## src/hdl/kst_pkg.sv

```systemverilog
package kst_pkg;

    localparam int TABLE_DEPTH_DEFAULT = 32;
    localparam int OP_W                = 2;
    localparam int KEY_W               = 32;
    localparam int STATUS_W            = 2;
    localparam int ENTRY_W             = 6;

    typedef enum logic [OP_W-1:0] {
        OP_ADD     = 2'd0,
        OP_DEL     = 2'd1,
        OP_DEL_ALL = 2'd2,
        OP_LOOKUP  = 2'd3
    } op_t;

    typedef enum logic [STATUS_W-1:0] {
        ST_OK   = 2'd0,
        ST_FULL = 2'd1,
        ST_DUP  = 2'd2,
        ST_NONE = 2'd3
    } status_t;

    typedef enum logic [1:0] {
        ENG_IDLE,
        ENG_SCAN,
        ENG_DONE
    } eng_state_t;

    typedef struct packed {
        status_t            status;
        logic [ENTRY_W-1:0] entry_count;
        logic               found;
    } kst_result_t;

endpackage

```

## src/hdl/kst_key_ram.sv

```systemverilog
module kst_key_ram
    import kst_pkg::*;
#(
    parameter  int TABLE_DEPTH = TABLE_DEPTH_DEFAULT,
    localparam int IdxW        = (TABLE_DEPTH > 1) ? $clog2(TABLE_DEPTH) : 1
)
(
    input  logic             clk,
    input  logic [IdxW-1:0]  rd_addr,
    output logic [KEY_W-1:0] rd_data,
    input  logic             wr_en,
    input  logic [IdxW-1:0]  wr_addr,
    input  logic [KEY_W-1:0] wr_data
);

    logic [KEY_W-1:0] mem [TABLE_DEPTH];
    logic [KEY_W-1:0] rd_data_reg;

    always_ff @(posedge clk)
    begin
        if (wr_en)
        begin
            mem[wr_addr] <= wr_data;
        end
    end

    // registered read port
    always_ff @(posedge clk)
    begin
        rd_data_reg <= mem[rd_addr];
    end

    assign rd_data = rd_data_reg;

endmodule

```

## config.mk

```make
export PLATFORM = sky130hd
export DESIGN_NAME = kst_key_ram
export DESIGN_NICKNAME = d
export VERILOG_FILES = /design/src/hdl/kst_pkg.sv /design/src/hdl/kst_key_ram.sv
export SDC_FILE = /design/constraint.sdc
export NUM_CORES = 1
export LEC_CHECK = 0
export BUFFER_PORTS_ARGS = -buffer_cell sky130_fd_sc_hd__buf_2
export CAP_MARGIN = 25
export CORE_ASPECT_RATIO = 0.7
export CORE_MARGIN = 5
export CORE_UTILIZATION = 30
export CTS_BUF_LIST = sky130_fd_sc_hd__clkbuf_8
export DETAILED_ROUTE_END_ITERATION = 10
export GPL_ROUTABILITY_DRIVEN = 0
export PLACE_DENSITY_LB_ADDON = 0.05
export SLEW_MARGIN = 10
export SYNTH_ARGS = -nofsm -noshare
export SYNTH_HDL_FRONTEND = slang
export SYNTH_SLANG_ARGS = --single-unit
```

## constraint.sdc

```tcl
create_clock -name clk -period 2.7 [get_ports clk]
set_clock_uncertainty 0.15 [all_clocks]
set_input_delay 0.135 -clock clk [delete_from_list [all_inputs] [get_ports clk]]
set_output_delay 0.135 -clock clk [all_outputs]
set_load 0.005 [all_outputs]
```

==> results of run 1 <==
area by class of cell:
cell class | count | area [um^2]
tap | 1767 | 2211
timing repair buffer | 259 | 2521
clock inverter | 127 | 545.5
antenna | 2 | 5.005
fill | 12660 | 85790
multi-input combinational | 1077 | 8610
clock buffer | 190 | 2615
sequential | 1056 | 31390
cell families after synthesis:
family / count (synthesis) / share of synthesized area (%)
buffers and inverters: 127 / 1.860
AO/OA/AOI/OAI: 288 / 4.846
multiplexers: 512 / 12.66
flip-flops: 1056 / 77.53
AND/OR/NAND/NOR: 277 / 3.100
worst register-to-register path: stages (launching register included):
cell,delay [ps]
edfxtp_1,350
mux2i_1,130
a21oi_1,70
dlygate4sd3_1,560
a31oi_1,170
dlygate4sd3_1,560
nand3_1,60
power groups by stage:
stage / registers, mW / logic [mW] / clock network, mW
after global placement: 18.7 / 1.92 / 0
final: 18.3 / 1.95 / 12.9
after detailed placement: 18.7 / 1.93 / 0
after CTS: 18.3 / 2.00 / 13.5
after global routing: 18.3 / 2.12 / 14.2
after floorplan: 18.6 / 0.941 / 0
Yosys cell counts:
cell type	n
clkbuf_4	2
and2b_1	1
nor2b_1	1
buf_4	33
a22o_1	64
buf_6	15
a21oi_1	96
and2_1	1
nor2_1	34
nand2b_1	2
nand3b_1	5
nor3_1	32
edfxtp_1	1024
dfxtp_1	32
nand3_1	98
or3_1	1
buf_2	26
or2_2	1
clkbuf_1	46
a22oi_1	96
buf_1	5
mux2i_1	512
or3b_2	3
nand2_1	98
a31oi_1	32
worst min-delay path by stage:
stage / from / endpoint / slack, ps / depth (start not counted)
final: wr_data[1] / mem[26][1]$_DFFE_PP_ / 230 / 2
after global routing: wr_data[19] / mem[29][19]$_DFFE_PP_ / 180 / 2
after CTS: wr_data[19] / mem[28][19]$_DFFE_PP_ / 110 / 2
after detailed placement: rd_data[2]$_DFF_P_ / rd_data[2] / 370 / 1
after global placement: rd_data[28]$_DFF_P_ / rd_data[28] / 370 / 1
after floorplan: wr_data[0] / mem[0][0]$_DFFE_PP_ / 80 / 0
per-layer routing:
layer / up-vias / wire length (um)
li1: 9629 / -
met1: 11410 / 61970
met2: 508 / 55930
met3: 177 / 5932
met4: 0 / 2424
met5: - / 0
per-stage QoR:
step                instance area [um^2]  power [mW]
finish                             47900       33.21
global route                       47890       34.71
CTS                                47890       33.80
detailed placement                 44180       20.61
global placement                   44180       20.60
floorplan                          40490       19.58
timing repair:
item / 4_1_cts / 5_1_grt
endpoints found under the hold margin: 1211 / 0
hold buffers: 54 / 0
endpoints found under the setup margin: 0 / 1
gates resized for setup: 0 / 1
==> flow_summary.toml, run 1 <==
[status]
violations = "negative setup slack"
status = "finished with violations"

[clocking]
cts_sinks = 1056
post_cts.repair.setup_buffers = 0
htree_levels = 4
clockBufferDepth = 3
root_buffer = "clkbuf_8"
clk_pin_slew_worst_paths_ps = 60
cts_tree = "done"
cts_buffers = 171
clkLatencyLatePin_ps = 830

[grt]
track_usage_pct = 17.53
grt_max_degree = 52
grtUsageMet1_pct = 25.63
grt_pass1_wl_mm = 176.3
grt_pass1_vias = 22500
grt_overflow = 0
antenna_found_initial = 7
grt_use_met2_pct = 26.96
top_usage_layer = "met2"
use_met3_pct = 3.275

[floorplanning]
rows = 112
core_um2 = 133700
initial_core_util_pct = 30.28
die_h_um = 317.4
io_pins = 76
die_w_um = 449.1
die-area_um2 = 142500

[synth]
syn-num-nets = 2304
synthesis.area_um2 = 40490
synthTopCellsByArea = "edfxtp_1, mux2i_1, a22oi_1"
syn_area_per_cell_um2 = 17.91
syn_inst = 2260
yosysTopAreaCell = "edfxtp_1"
yosysWarnings = 0
synth_top_area_share_pct = 75.95
yosysSeqAreaShare_pct = 77.54
ys_ff_latch = 1056
ys_types = 25

[layout]
nNetsFinal = 2609
largest_reg_flops = 1024
layout_common_cells = "edfxtp_1, mux2i_1, clkbuf_8"
drive_gt1_share_pct = 16.91
instances_no_fill = 4478
final_util_pct = 35.83
layout_commonest_cell = "edfxtp_1"
area_growth_pct = 18.31

[critical_path]
crit_type = "in2reg"
critPathMostFrequentCell = "dlygate4sd3_1"
start_kind = "primary input"
startpoint = "wr_addr[3]"
rr_startpoint = "mem[23][4]$_DFFE_PP_"
cp_cell_sequence = "dlygate4sd3_1, buf_2, or3b_2, dlygate4sd3_1, nor2_4, dlygate4sd3_1"
worstReg2RegEnd = "rd_data[4]$_DFF_P_"
rr_worst_depth = 6
critPathTopFamily = "buffers and inverters"
critPathSlowestCell = "dlygate4sd3_1"
max_stage_delay_ps = 770
critPathRequiredTime_ps = 3050
cp_num_buf_inv = 4
critPathCapture = "mem[18][23]$_DFFE_PP_"
arrival_ps = 3070
critPathMaxFanout = 8
cp-end-kind = "flop"
reg2reg_setup_slack_ps = 530
cp.depth = 6

[timing]
totalNegativeSetupSlack_ps = -50.48
max_freq_mhz = 368.1
rsz0062_at_grt = "no"
finalHoldViolCount = 0
holdWs_ps = 232.4
finalCritPeriodShare_pct = 100.6
maxSlewViolCount = 0
setup_ws_ps = -16.55
relSlewSlack_pct = 53.34
fin_crit_ps = 2717
tightest_slew_ps = 700.0
setup_viol = 5

[route]
ant_nets = 0
finalWirelength_mm = 126.3
vias_per_cell = 4.852
vias = 21730
drtIter0Drc = 1312
avgRoutedWirePerCell_um = 28.20
drc = 0
first_pass_iters = 5

[power]
powerDensity_nw_per_um2 = 693.4
sw_frac_of_total_pct = 23.44
ir_drop_v = 0.0003512
clockPowerShare_pct = 38.9
combPwrFrac_pct = 5.9
p_switching_mw = 7.784
p_leak_nw = 16.82
power.share.sequential_pct = 55.2
p_int_mw = 25.43

[placement]
place_inst = 4105
dp_hpwl_mm = 70.35
dp_slack_ps = 294.4
numPortBuffers = 75

[run]
drv_cap = 0

[hold_path]
min_path_type = "in2reg"
(Power assumes the default switching activity.)
==> inputs of run 2 (changes only) <==
--- a/config.mk
+++ b/config.mk
@@ -5,6 +5,7 @@
 export SDC_FILE = /design/constraint.sdc
 export NUM_CORES = 1
 export LEC_CHECK = 0
+export ABC_AREA = 1
 export BUFFER_PORTS_ARGS = -buffer_cell sky130_fd_sc_hd__buf_2
 export CAP_MARGIN = 25
 export CORE_ASPECT_RATIO = 0.7
==> flow_summary.toml, run 2 <==
[power]
powerDensity_nw_per_um2 = 693.1
sw_frac_of_total_pct = 24.92
p_switching_mw = 8.524
power_mw = 34.20
p_leak_nw = 18.14
ir_drop_v = 0.0003311
combPwrFrac_pct = 6.8
power.share.sequential_pct = 53.6
p_int_mw = 25.68
clockPowerShare_pct = 39.6

[status]
status = "complete, no violations"

[timing]
finalCritPeriodShare_pct = 99.77
maxSlewViolCount = 0
tightest_slew_ps = 709.7
finalHoldViolCount = 0
setup_viol = 0
max_freq_mhz = 371.2
relSlewSlack_pct = 52.69
fin_crit_ps = 2694
totalNegativeSetupSlack_ps = 0

[critical_path]
start_kind = "primary input"
crit_type = "in2reg"
cp-end-kind = "flop"
critPathSlowestCell = "dlygate4sd3_1"
critPathMostFrequentCell = "nand2_1"
critPathMaxFanout = 39
arrival_ps = 3320
cp_cell_sequence = "dlygate4sd3_1, buf_8, inv_16, buf_16, buf_12, nand3_1, nand3_1, nand2_1, nand2_1, nand2_1, nand2_1, dlygate4sd3_1, nand2_1, dlygate4sd3_1"
max_stage_delay_ps = 560
critPathRequiredTime_ps = 3330

[hold_path]
min_path_type = "in2reg"

[route]
vias_per_cell = 4.813
drc = 0
finalWirelength_mm = 144.7
vias = 27800
avgRoutedWirePerCell_um = 25.05
ant_nets = 0
first_pass_iters = 5
drtIter0Drc = 2055

[grt]
track_usage_pct = 19.13
grt_max_degree = 104
grt_pass1_wl_mm = 206.7
antenna_found_initial = 9
grt_pass1_vias = 27360
grt_overflow = 0

[synth]
synth_edf_count = 1024
syn_area_per_cell_um2 = 11.99
yosysSeqAreaShare_pct = 74.02
ys_types = 14
synth_top_area_share_pct = 72.51
async_reset_ff_share_pct = 0
synth_ff_type = "edfxtp_1"
synth.most_common_cell = "nand2_1"
synthesis.area_um2 = 42410
synthTopCellsByArea = "edfxtp_1, nand2_1, nand3_1"
yosysTopAreaCell = "edfxtp_1"
syn_inst = 3536
syn-num-nets = 3580
ys_ff_latch = 1056
synthTopCellsByCount = "nand2_1, edfxtp_1, nand3_1, buf_2, buf_6"
yosysWarnings = 0

[placement]
placed_cell_area_um2 = 45440
numPortBuffers = 75
dp_hpwl_mm = 74.78

[clocking]
cts_buffers = 177
clockBufferDepth = 3
post_cts.repair.setup_buffers = 0
clkLatencyLatePin_ps = 900
clk_pin_slew_worst_paths_ps = 70
root_buffer = "clkbuf_8"
cts_tree = "done"
cts_sinks = 1056
htree_levels = 4

[layout]
final_util_pct = 35.14
layout_commonest_cell = "nand2_1"
final_area_um2 = 49340
drive_gt1_share_pct = 11.79
largest_reg_flops = 1024
area_growth_pct = 16.36
nNetsFinal = 3798
layout_common_cells = "nand2_1, edfxtp_1, nand3_1"

[floorplanning]
die_h_um = 324.6
die-area_um2 = 149100
core_um2 = 140400
initial_core_util_pct = 30.20
die_w_um = 459.4
rows = 115
io_pins = 76

[run]
drv_cap = 0
==> run 2: cell count changes after synthesis, moves of 7 or more <==
| cell | delta |
|---|---|
| clkbuf_1 | -22 |
| nor3_1 | -32 |
| buf_6 | +51 |
| a22oi_1 | -96 |
| buf_4 | -9 |
| a21oi_1 | -96 |
| a31oi_1 | -32 |
| inv_1 | +7 |
| nand2_1 | +1342 |
| buf_1 | +13 |
| buf_2 | +57 |
| nand3_1 | +682 |
| a22o_1 | -64 |
| mux2i_1 | -512 |
==> run 2: what timing repair did <==
action | in CTS | in global routing
hold endpoints to repair | 1543 | 0
hold buffers | 54 | 0
endpoints found under the setup margin | 0 | 2
resized for setup | 0 | 9
==> run 2: final timing paths <==
kind                   startpoint                    to  slack, ps  cells after the start
max                    rd_addr[1]    rd_data[4]$_DFF_P_          6                     14
min reg2reg  mem[2][21]$_DFFE_PP_   rd_data[21]$_DFF_P_        600                      8
max reg2reg  mem[22][4]$_DFFE_PP_    rd_data[4]$_DFF_P_        440                     10
min                   wr_data[15]  mem[1][15]$_DFFE_PP_        170                      2
==> run 2: critical path, delay by kind of cell <==
kind | cells | cell delay [ps]
AND/OR/NAND/NOR | 7 | 480
buffers and inverters | 7 | 2570
==> run 2: kinds of logic (layout without fill, tap and decap cells) <==
| logic type | after synthesis | after routing | synth area share [%] |
|---|---|---|---|
| other | 0 | 4 | 0 |
| buffers and inverters | 228 | 593 | 3.741 |
| flip-flops | 1056 | 1056 | 74.02 |
| AND/OR/NAND/NOR | 2252 | 2252 | 22.24 |
==> run 2: layout make-up <==
cell class / count / area, um^2
Fill cell: 13920 / 91090
Sequential cell: 1056 / 31390
Tap cell: 1872 / 2342
Timing Repair Buffer: 255 / 2536
Antenna cell: 4 / 10.01
Inverter: 10 / 86.33
Timing Repair inverter: 2 / 22.52
Clock inverter: 132 / 616.8
Multi-Input combinational cell: 2252 / 9669
Clock buffer: 194 / 2670
==> run 2: through the flow <==
step	std cells	hold slack [ps]	setup slack, ps
after floorplan	3536	83.87	338.5
after global placement	5391	380.1	566.5
after detailed placement	5391	381.0	564.8
after CTS	5771	61.55	15.98
after global routing	5777	146.8	-0.8262
final	5777	167.4	6.087
==> run 2: power by group through the flow <==
stage                     Combinational (mW)  Clock [mW]  Sequential [mW]
after detailed placement                2.29           0             18.7
after CTS                               2.37        14.0             18.3
after floorplan                         1.25           0             18.6
final                                   2.33        13.5             18.3
after global placement                  2.29           0             18.7
after global routing                    2.60        14.8             18.3
==> run 2: metal layers <==
metal / global-route usage [%] / share of wire (%) / up-vias
met2: 30.11 / 46 / 630
met3: 3.048 / 3.8 / 183
met4: 4.643 / 1.8 / 2
met5: 0 / 0.012 / -
met1: 27.77 / 48 / 14170
li1: - / - / 12820
